[src/rtl/core/pli_pkg.sv]
// ----------------------------------------------------------------------------
// pli_pkg
// Shared types, sizes and codes for the positional list insert/remove core.
// ----------------------------------------------------------------------------
package pli_pkg;

  // list size and derived widths
  localparam int DEPTH   = 128;
  localparam int POS_W   = $clog2(DEPTH);
  localparam int CNT_W   = $clog2(DEPTH + 1);
  localparam int WORD_W  = 32;
  localparam int INDEX_W = 7;
  localparam int LEN_W   = 8;
  localparam int CMP_W   = (CNT_W > INDEX_W) ? CNT_W : INDEX_W;

  // operation codes
  localparam logic OP_INSERT = 1'b0;
  localparam logic OP_REMOVE = 1'b1;

  // place codes
  localparam logic [1:0] PLACE_HEAD  = 2'd0;
  localparam logic [1:0] PLACE_INDEX = 2'd1;
  localparam logic [1:0] PLACE_TAIL  = 2'd2;
  localparam logic [1:0] PLACE_BAD   = 2'd3;

  // status codes
  localparam logic [1:0] ST_DONE  = 2'd0;
  localparam logic [1:0] ST_FULL  = 2'd1;
  localparam logic [1:0] ST_EMPTY = 2'd2;
  localparam logic [1:0] ST_RANGE = 2'd3;

  // command broadcast to every cell of the row
  typedef struct packed {
    logic              en;
    logic              ins;
    logic [POS_W-1:0]  pos;
    logic [WORD_W-1:0] value;
  } cell_cmd_t;

endpackage

[src/rtl/core/pli_cell.sv]
// ----------------------------------------------------------------------------
// pli_cell
// One list slot: holds an entry, shifts it with its neighbors on insert and
// remove, and passes a removed word toward slot zero through a tap stage.
// ----------------------------------------------------------------------------
module pli_cell (
  input  logic                        clk,
  input  logic                        rst_n,
  input  pli_pkg::cell_cmd_t          cmd,
  input  logic [pli_pkg::POS_W-1:0]   cell_idx,
  input  logic [pli_pkg::WORD_W-1:0]  left_word,
  input  logic [pli_pkg::WORD_W-1:0]  right_word,
  input  logic [pli_pkg::WORD_W-1:0]  right_tap,
  input  logic                        right_tok,
  output logic [pli_pkg::WORD_W-1:0]  word,
  output logic [pli_pkg::WORD_W-1:0]  tap,
  output logic                        tok
);

  logic [pli_pkg::WORD_W-1:0] word_r, word_nxt;
  logic [pli_pkg::WORD_W-1:0] tap_r, tap_nxt;
  logic                       tok_r, tok_nxt;
  logic                       at_pos, past_pos;

  // position compare against the broadcast command
  assign at_pos   = (cell_idx == cmd.pos);
  assign past_pos = (cell_idx > cmd.pos);

  // entry update: open a gap on insert, close it on remove
  always_comb begin
    word_nxt = word_r;
    if (cmd.en && cmd.ins) begin
      if (past_pos) begin
        word_nxt = left_word;
      end else if (at_pos) begin
        word_nxt = cmd.value;
      end
    end else if (cmd.en && !cmd.ins) begin
      if (past_pos || at_pos) begin
        word_nxt = right_word;
      end
    end
  end

  // removed word enters the tap chain here, otherwise the chain moves left
  always_comb begin
    tap_nxt = right_tap;
    tok_nxt = right_tok;
    if (cmd.en && !cmd.ins && at_pos) begin
      tap_nxt = word_r;
      tok_nxt = 1'b1;
    end
  end

  always_ff @(posedge clk) begin
    word_r <= word_nxt;
    tap_r  <= tap_nxt;
  end

  always_ff @(posedge clk) begin
    if (!rst_n) begin
      tok_r <= 1'b0;
    end else begin
      tok_r <= tok_nxt;
    end
  end

  assign word = word_r;
  assign tap  = tap_r;
  assign tok  = tok_r;

endmodule

[config.mk]
export PLATFORM = sky130hd
export DESIGN_NAME = pli_cell
export DESIGN_NICKNAME = d
export VERILOG_FILES = /design/src/rtl/core/pli_pkg.sv /design/src/rtl/core/pli_cell.sv
export SDC_FILE = /design/constraint.sdc
export NUM_CORES = 1
export LEC_CHECK = 0
export ABC_AREA = 1
export BUFFER_PORTS_ARGS = -buffer_cell sky130_fd_sc_hd__buf_2
export CAP_MARGIN = 20
export CORE_UTILIZATION = 36
export DETAILED_ROUTE_END_ITERATION = 8
export PLACE_DENSITY_LB_ADDON = 0.05
export SLEW_MARGIN = 0
export SYNTH_ARGS = -nofsm -noshare
export SYNTH_HDL_FRONTEND = slang
export SYNTH_SLANG_ARGS = --single-unit
[constraint.sdc]
create_clock -name clk -period 8 [get_ports clk]
set_input_delay 1.2 -clock clk [delete_from_list [all_inputs] [get_ports clk]]
set_output_delay 1.2 -clock clk [all_outputs]
set_load 0.1 [all_outputs]
==> reports/results.ini, run 1 <==
[critical_path]
cp-start-kind = input port
crit_top_cell = nand2_1
cp_max_fo = 27
crit_start = cmd[38]
reg2reg_slack_ns = 7.31
worst-setup-path-type = in2reg
r2r_end = tap[17]$_DFF_P_
r2r_cells = 2
crit_required_ns = 8.08
cp_slowest_cell = nand2_1
worstSetupEndpointType = flip-flop
max_stage_delay_ns = 0.37
arrival_ns = 3.43
regToRegStartpoint = word[17]$_DFFE_PP_
path_cells = buf_2 > inv_1 > ha_1 > nand2_1 > inv_1 > a21oi_1 > nand2_1 > buf_16 > nand2_1 > buf_8 > nand2_1 > nand3_1 > nand2_1

[floorplanning]
rows = 34
chipWidth_um = 97.08
start_util = 0.3732
ios = 212
die_h_um = 97.08
die_area_mm2 = 0.009425
core_mm2 = 0.008721

[sta]
finalMaxSlewViolations = 0
finalSetupViolations = 0
fmax_mhz = 298.6
timing.final.crit_period_ns = 3.349
maxSlewHeadroom = 0.3176
fin_tns_setup_ns = 0
timing.hold.ws_ns = 0.4730
rsz0062_at_grt = no
skew_ns = 0.007847
worst_pin_slew_ns = 1.023
timing.final.crit_share = 0.4187
hold_violations = 0

[grt]
grt_pass1_wl_um = 15740
grt_overflow_total = 0
grtUsageMet3 = 0.07194
gr-usage-met1 = 0.2687
met2_usage = 0.3342
grtUsageTotal = 0.2116
grt_pass1_vias = 3204
antenna_found_initial = 0
grt_max_degree = 36
top_usage_layer = met2

[placed_design]
routabilityCongestion = 0.8483
io_buffer_count = 211
place_hpwl_um = 7176

[drt]
vias_per_cell = 4.426
drtIter0Drc = 151
drt-wirelength-per-cell_um = 12.77
drc = 0
vias = 3399
totalWireLength_um = 9809
drt-pass1-iter-count = 4
antenna_left = 0

[logic_synthesis]
netlist_top_cells_area = edfxtp_1 (30%), nand2_1 (24%), dfxtp_1 (20%)
yosysTopAreaCell = edfxtp_1
synth_top_area_share = 0.2953
yosys_register_bits = 65
yosys_warnings = 0
synth.distinct_cells = 18
syn_area_per_cell_um2 = 7.248
postSynthCellCount = 449
syn_nets = 603
syn_area_mm2 = 0.003254
yosysSeqAreaShare = 0.4983

[clock_network]
cts_setup_buffers = 0
holdBufCountCts = 0
clock_path_buffers = 2
path_clk_slew_ns = 0.07
ctsHtreeMaxLevel = 3
cts-buffers-inserted = 9
worst_skew_pair.late_latency_ns = 0.34
clock-sinks = 65
cts_resized = 0
cts_root_buffer = clkbuf_8
cts_tree = done

[pwr]
leakage_nw = 2.745
ir_drop_mv = 0.07803
pwr_density_cell_mw_per_mm2 = 219.8

[final_layout]
fin_util = 0.5321
drive_gt1_frac = 0.3576
diodes = 0
areaGrowthSynthToFinish_pct = 42.60
nets = 809
layout_commonest_cell = buf_2
layout_common_cells = buf_2 (211), nand2_1 (204), inv_1 (78)

[outcome]
outcome = finished clean

[flow_run]
maxCapViolations = 0

[worst_hold_path]
hold_depth = 2
hold_start = word[5]$_DFFE_PP_
holdPathEnd = tap[5]$_DFF_P_
hp-class = reg2reg

-- flip-flops by register name, indices dropped and copies added, names as in the netlist --
signal	count
tap	32
tok	1
word	32
-- layer usage --
metal	wire [um]	vias up
met5	0	-
li1	-	1776
met3	811	16
met2	4356	164
met4	201	0
met1	4439	1443
-- per-stage QoR --
step | instance area [um^2] | instances | worst slack, ns | total power [mW]
3_5_place_dp | 4382 | 749 | 3.526 | 0.7498
2_1_floorplan | 3254 | 449 | 3.827 | 0.6694
6_report | 4641 | 768 | 4.651 | 1.020
3_3_place_gp | 4367 | 748 | 3.628 | 0.7468
4_1_cts | 4571 | 765 | 3.886 | 1.022
5_1_grt | 4641 | 768 | 4.450 | 1.071
-- where the power goes --
part           switching [mW]  leakage (nW)  internal [mW]  total (mW)
Clock                   0.131         0.102          0.139       0.270
Sequential             0.0130         0.573          0.383       0.396
Combinational           0.278          2.07         0.0758       0.354
Total                   0.422          2.75          0.598        1.02
-- synth_stat cells --
cell / n
inv_1: 78
nand2_1: 204
a21oi_1: 2
nor2_1: 1
edfxtp_1: 32
ha_1: 7
clkbuf_1: 6
a31oi_1: 1
buf_4: 3
nor2_2: 1
nor3_4: 1
buf_1: 3
nand2_2: 1
o21a_1: 1
dfxtp_1: 33
buf_2: 9
nand3_1: 65
inv_2: 1
-- cell type report --
type	instances	area, um^2
repair buffers	216	1149
well taps	108	135.1
clock inverters	4	22.52
clock buffers	12	166.4
multi-input cells	284	1250
fillers	885	4080
flip-flops and latches	65	1622
inverters	79	296.5
-- worst max path at each step --
stage                             end  cells past startpoint
finish              word[1]$_DFFE_PP_                     13
global route        word[1]$_DFFE_PP_                     13
CTS                 word[1]$_DFFE_PP_                     11
detailed placement  word[1]$_DFFE_PP_                     11
global placement    word[1]$_DFFE_PP_                     11
floorplan           word[0]$_DFFE_PP_                      7
-- worst max-delay path: cells and delay by family --
kind / cells / cell delay (ns)
compound gates: 1 / 0.27
fa+ha+maj: 1 / 0.30
buf+inv: 5 / 0.65
simple gates: 6 / 1.01
-- kinds of logic after synthesis --
logic type,Yosys count,share of synthesized area
adder cells (fa/ha/maj),7,0.02691
buffers and inverters,100,0.1223
AND/OR/NAND/NOR,273,0.3453
flip-flops,65,0.4983
AO/OA/AOI/OAI,4,0.007307
Note: power is estimated with default switching activity, not from simulation.
==> inputs of run 2 (changes only) <==
==> constraint.sdc (replaced) <==
create_clock -name clk -period 3.3 [get_ports clk]
set_input_delay 0.495 -clock clk [delete_from_list [all_inputs] [get_ports clk]]
set_output_delay 0.495 -clock clk [all_outputs]
set_load 0.1 [all_outputs]
==> run 2 against run 1 <==
Net effect:
- final area shrank 0.89%
- highest routed layer unchanged
- sequential power grew 140%
- clock skew shrank 0.0016 ns
- power grew 140%
- via count shrank 1.1%
- non-clock buffer count grew 2
- cell count grew 0.26%
- global-route usage shrank 0.49 points
- sequential cell count is the same
- sequential share of layout area grew 0.31 points
- clock power grew 120%
- critical path depth shrank 2
==> reports/results.ini, run 2 (synthesized netlist as in run 1, its figures left out) <==
[final_layout]
drive_gt1_frac = 0.3580  ; was 0.3576
layout_commonest_cell = buf_2  ; unchanged
nets = 811  ; was 809
fin_util = 0.5274  ; was 0.5321
diodes = 0  ; unchanged
layout_common_cells = buf_2 (211), nand2_1 (204), inv_1 (78)  ; unchanged
areaGrowthSynthToFinish_pct = 41.33  ; was 42.60%

[sta]
skew_ns = 0.006237  ; was 0.007847 ns
hold_violations = 0  ; unchanged
finalMaxSlewViolations = 0  ; unchanged
finalSetupViolations = 0  ; unchanged
rsz0062_at_grt = no  ; unchanged
maxSlewHeadroom = 0.3190  ; was 0.3176
setup_ws_ns = 1.073  ; was 4.651 ns
fmax_mhz = 449.0
fin_tns_setup_ns = 0  ; unchanged
worst_pin_slew_ns = 1.020  ; was 1.023 ns
timing.final.crit_period_ns = 2.227
timing.final.crit_share = 0.6749

[outcome]
outcome = finished clean  ; unchanged

[critical_path]
cp_max_fo = 22  ; was 27
cp-start-kind = input port  ; unchanged
crit_required_ns = 3.37  ; was 8.08 ns
arrival_ns = 2.30  ; was 3.43 ns
max_stage_delay_ns = 0.46  ; was 0.37 ns
worst-setup-path-type = in2reg  ; unchanged
crit_buf_inv = 3  ; was 5
cp_top_family = simple AND/OR/NAND/NOR gates  ; unchanged
cp_slowest_cell = nand2_1  ; unchanged
worstSetupEndpointType = flip-flop  ; unchanged
path_cells = buf_2 > inv_1 > ha_1 > nand2_1 > nor2_2 > nand2_2 > nand2_1 > buf_12 > nand2_1 > nand3_1 > nand2_1  ; was buf_2 > inv_1 > ha_1 > nand2_1 > inv_1 > a21oi_1 > nand2_1 > buf_16 > nand2_1 > buf_8 > nand2_1 > nand3_1 > nand2_1
crit_top_cell = nand2_1  ; unchanged

[drt]
vias = 3360  ; was 3399
drt-pass1-iter-count = 4  ; unchanged
drc = 0  ; unchanged
drtIter0Drc = 176  ; was 151
totalWireLength_um = 9588  ; was 9809 um
drt-wirelength-per-cell_um = 12.45  ; was 12.77 um
antenna_left = 0  ; unchanged
vias_per_cell = 4.364  ; was 4.426

[clock_network]
ctsHtreeMaxLevel = 3  ; unchanged
cts_root_buffer = clkbuf_8  ; unchanged
cts_tree = done  ; unchanged
path_clk_slew_ns = 0.08  ; was 0.07 ns
worst_skew_pair.late_latency_ns = 0.33  ; was 0.34 ns
cts_setup_buffers = 0  ; unchanged
clock-sinks = 65  ; unchanged
cts_resized = 0  ; unchanged
cts-buffers-inserted = 9  ; unchanged
holdBufCountCts = 0  ; unchanged
clock_path_buffers = 2  ; unchanged

[floorplanning]
die_h_um = 97.08  ; unchanged
ios = 212  ; unchanged
chipWidth_um = 97.08  ; unchanged
die_area_mm2 = 0.009425  ; unchanged
start_util = 0.3732  ; unchanged
core_mm2 = 0.008721  ; unchanged
rows = 34  ; unchanged

[placed_design]
post-place-ws_ns = 0.7066  ; was 3.526 ns
place_hpwl_um = 7343  ; was 7176 um
routabilityCongestion = 0.8996  ; was 0.8483
io_buffer_count = 211  ; unchanged

[grt]
grt_overflow_total = 0  ; unchanged
grt_pass1_vias = 3283  ; was 3204
grt_pass1_wl_um = 15430  ; was 15740 um
antenna_found_initial = 0  ; unchanged
grt_max_degree = 34  ; was 36
grtUsageTotal = 0.2067  ; was 0.2116

[pwr]
ir_drop_mv = 0.2100  ; was 0.07803 mV
pwr_density_cell_mw_per_mm2 = 524.0  ; was 219.8 mW/mm^2
leakage_nw = 2.731  ; was 2.745 nW
finalPower_mw = 2.410  ; was 1.020 mW

[worst_hold_path]
hp-class = in2reg  ; was reg2reg

[flow_run]
maxCapViolations = 0  ; unchanged

## run 2: cell type report
cell class | count | area [um^2]
Clock buffer | 13 | 158.9
Clock inverter | 3 | 16.27
Fill cell | 871 | 4121
Inverter | 79 | 296.5
Multi-Input combinational cell | 284 | 1250
Sequential cell | 65 | 1622
Tap cell | 108 | 135.1
Timing Repair Buffer | 218 | 1121
## run 2: tightest hold or removal path: stages
cell and delay [ns]:
buf_2 0.07, nand2_1 0.04, nand2_1 0.04
## run 2: worst paths after layout
path / from / end / slack, ns / cells past startpoint
setup / recovery: cmd[38] / word[31]$_DFFE_PP_ / 1.07 / 11
hold / removal: right_tap[26] / tap[26]$_DFF_P_ / 0.35 / 3
setup reg to reg: word[5]$_DFFE_PP_ / tap[5]$_DFF_P_ / 2.62 / 2
hold reg to reg: word[17]$_DFFE_PP_ / tap[17]$_DFF_P_ / 0.47 / 2
## run 2: metal layers
layer | up-vias | track usage | routed length (um)
met5 | - | 0 | 0
met4 | 0 | 0.05511 | 64
met3 | 4 | 0.05468 | 631
met2 | 128 | 0.3543 | 4704
met1 | 1449 | 0.2565 | 4188
li1 | 1779 | - | -
## run 2: report_power, final
part | total, mW | internal (mW) | switching, mW
Clock | 0.606 | 0.313 | 0.294
Sequential | 0.958 | 0.928 | 0.0301
Combinational | 0.846 | 0.174 | 0.672
Total | 2.41 | 1.41 | 0.996
## run 2: through the flow
step | hold slack (ns) | cell area, um^2 | std cells
2_1_floorplan | 0.5981 | 3261 | 449
3_3_place_gp | 0.4455 | 4424 | 754
3_5_place_dp | 0.4554 | 4424 | 754
4_1_cts | 0.3289 | 4599 | 770
5_1_grt | 0.3311 | 4599 | 770
6_report | 0.3470 | 4599 | 770
==> inputs of run 3 (changes only) <==
==> constraint.sdc (replaced) <==
create_clock -name clk -period 2.35 [get_ports clk]
set_input_delay 0.3525 -clock clk [delete_from_list [all_inputs] [get_ports clk]]
set_output_delay 0.3525 -clock clk [all_outputs]
set_load 0.1 [all_outputs]
==> run 3 against run 2 <==
Net effect:
- critical path depth did not move
- critical endpoint is now word[24]$_DFFE_PP_
- final area rose by 0.63%
- sequential share of layout area fell by 0.22 points
- combinational power rose by 41%
- global-route usage fell by 0.43 points
- worst setup slack got worse by 0.48 ns
- clock power rose by 57%
==> reports/results.ini, run 3 (synthesized netlist as in run 1, its figures left out) <==
[outcome]
outcome = finished clean  ; unchanged

[final_layout]
layout_common_cells = buf_2 (211), nand2_1 (204), inv_1 (78)  ; unchanged
diodes = 0  ; unchanged
areaGrowthSynthToFinish_pct = 42.21  ; was 41.33%
layout_commonest_cell = buf_2  ; unchanged
nets = 813  ; was 811
drive_gt1_frac = 0.3584  ; was 0.3580
fin_util = 0.5307  ; was 0.5274

[sta]
fin_tns_setup_ns = 0  ; unchanged
fmax_mhz = 568.6
finalMaxSlewViolations = 0  ; unchanged
worst_pin_slew_ns = 1.057  ; was 1.020 ns
timing.hold.ws_ns = 0.1955  ; was 0.3470 ns
timing.final.crit_share = 0.7483
timing.final.crit_period_ns = 1.759
skew_ns = 0.01249  ; was 0.006237 ns
maxSlewHeadroom = 0.2947  ; was 0.3190
finalSetupViolations = 0  ; unchanged
rsz0062_at_grt = no  ; unchanged
hold_violations = 0  ; unchanged

[floorplanning]
die_area_mm2 = 0.009425  ; unchanged
ios = 212  ; unchanged
core_mm2 = 0.008721  ; unchanged
chipWidth_um = 97.08  ; unchanged
start_util = 0.3732  ; unchanged
rows = 34  ; unchanged
die_h_um = 97.08  ; unchanged

[drt]
vias = 3380  ; was 3360
drt-pass1-iter-count = 4  ; unchanged
drt-wirelength-per-cell_um = 12.06  ; was 12.45 um
vias_per_cell = 4.378  ; was 4.364
totalWireLength_um = 9313  ; was 9588 um
antenna_left = 0  ; unchanged
drtIter0Drc = 124  ; was 176
drc = 0  ; unchanged

[critical_path]
worstSetupEndpointType = flip-flop  ; unchanged
max_stage_delay_ns = 0.28  ; was 0.46 ns
crit_start = cmd[38]  ; unchanged
path_cells = buf_2 > inv_1 > ha_1 > nand2_1 > nor2_2 > nand2_2 > nand2_1 > buf_4 > nand2_1 > nand3_1 > nand2_1  ; was buf_2 > inv_1 > ha_1 > nand2_1 > nor2_2 > nand2_2 > nand2_1 > buf_12 > nand2_1 > nand3_1 > nand2_1
arrival_ns = 1.84  ; was 2.30 ns
regToRegStartpoint = word[29]$_DFFE_PP_  ; was word[5]$_DFFE_PP_
crit_required_ns = 2.43  ; was 3.37 ns
worst-setup-path-type = in2reg  ; unchanged
crit_top_cell = nand2_1  ; unchanged
cp_max_fo = 20  ; was 22
cp-start-kind = input port  ; unchanged
cp_slowest_cell = ha_1  ; was nand2_1

[pwr]
ir_drop_mv = 0.3352  ; was 0.2100 mV
power.switching_mw = 1.416  ; was 0.9957 mW
leakage_nw = 2.743  ; was 2.731 nW
power.share.clock = 0.273  ; was 0.252
pwr_density_cell_mw_per_mm2 = 751.7  ; was 524.0 mW/mm^2
p_int_mw = 2.063  ; was 1.414 mW
comb_power_share = 0.342  ; was 0.351
p_seq_frac = 0.386  ; was 0.397
p_sw_frac = 0.4071  ; was 0.4132

[placed_design]
routabilityCongestion = 0.8261  ; was 0.8996
io_buffer_count = 211  ; unchanged
place_hpwl_um = 6872  ; was 7343 um

[clock_network]
clock-sinks = 65  ; unchanged
holdBufCountCts = 0  ; unchanged
cts_resized = 0  ; unchanged
clock_path_buffers = 2  ; unchanged
path_clk_slew_ns = 0.07  ; was 0.08 ns
ctsHtreeMaxLevel = 3  ; unchanged
cts_setup_buffers = 0  ; unchanged
worst_skew_pair.late_latency_ns = 0.34  ; was 0.33 ns
cts_root_buffer = clkbuf_8  ; unchanged
cts-buffers-inserted = 9  ; unchanged
cts_tree = done  ; unchanged

[grt]
grt_pass1_wl_um = 15010  ; was 15430 um
grt_max_degree = 33  ; was 34
grtUsageTotal = 0.2024  ; was 0.2067
grt_pass1_vias = 3268  ; was 3283
antenna_found_initial = 0  ; unchanged
grt_overflow_total = 0  ; unchanged

[worst_hold_path]
hold_start = right_tap[2]  ; was right_tap[26]
hp-class = in2reg  ; unchanged

[flow_run]
maxCapViolations = 0  ; unchanged

-- run 3: cell count changes in the layout (fill, tap and decap cells not counted) --
cell       before  now
buf_4           6    8
inv_4           1    0
clkbuf_8       11   10
clkinv_1        0    1
bufinv_16       0    1
-- run 3: worst paths after layout --
path         cells after the start                  to  slack [ns]
max                             11  word[24]$_DFFE_PP_        0.59
min                              3      tap[2]$_DFF_P_        0.20
max reg2reg                      2     tap[29]$_DFF_P_        1.66
min reg2reg                      2     tap[15]$_DFF_P_        0.46
-- run 3: area by class of cell --
cell class                 count  area [um^2]
fill                         901         4093
sequential                    65         1622
multi-input combinational    284         1250
timing repair buffer         220         1136
inverter                      79        296.5
clock buffer                  12        145.1
tap                          108        135.1
clock inverter                 4        43.79
-- run 3: critical path: cells and delay by family --
family	cells	cell delay (ns)
fa+ha+maj	1	0.28
simple gates	7	0.83
buf+inv	3	0.37
-- run 3: metal layers --
metal  up-vias  wire, um  GRT usage
met5         -         0          0
met1      1437      3813     0.2377
li1       1782         -          -
met2       143      4546     0.3499
met3        18       745    0.04820
met4         0       207    0.08955
-- run 3: power by group through the flow --
stage | Sequential (mW) | Clock (mW) | Combinational [mW]
5_1_grt | 1.35 | 1.02 | 1.26
6_report | 1.34 | 0.949 | 1.19
3_3_place_gp | 1.37 | 0 | 1.19
2_1_floorplan | 2.05 | 0 | 0.231
3_5_place_dp | 1.37 | 0 | 1.20
4_1_cts | 1.34 | 0.978 | 1.20
-- run 3: per-stage QoR --
stage | power (mW) | worst slack, ns | cells | instance area [um^2]
after global placement | 2.553 | 0.2659 | 756 | 4439
after detailed placement | 2.561 | 0.2290 | 756 | 4439
after global routing | 3.630 | 0.4182 | 772 | 4628
after floorplan | 2.280 | 0.06744 | 449 | 3269
after CTS | 3.517 | 0.6007 | 772 | 4628
final | 3.479 | 0.5914 | 772 | 4628
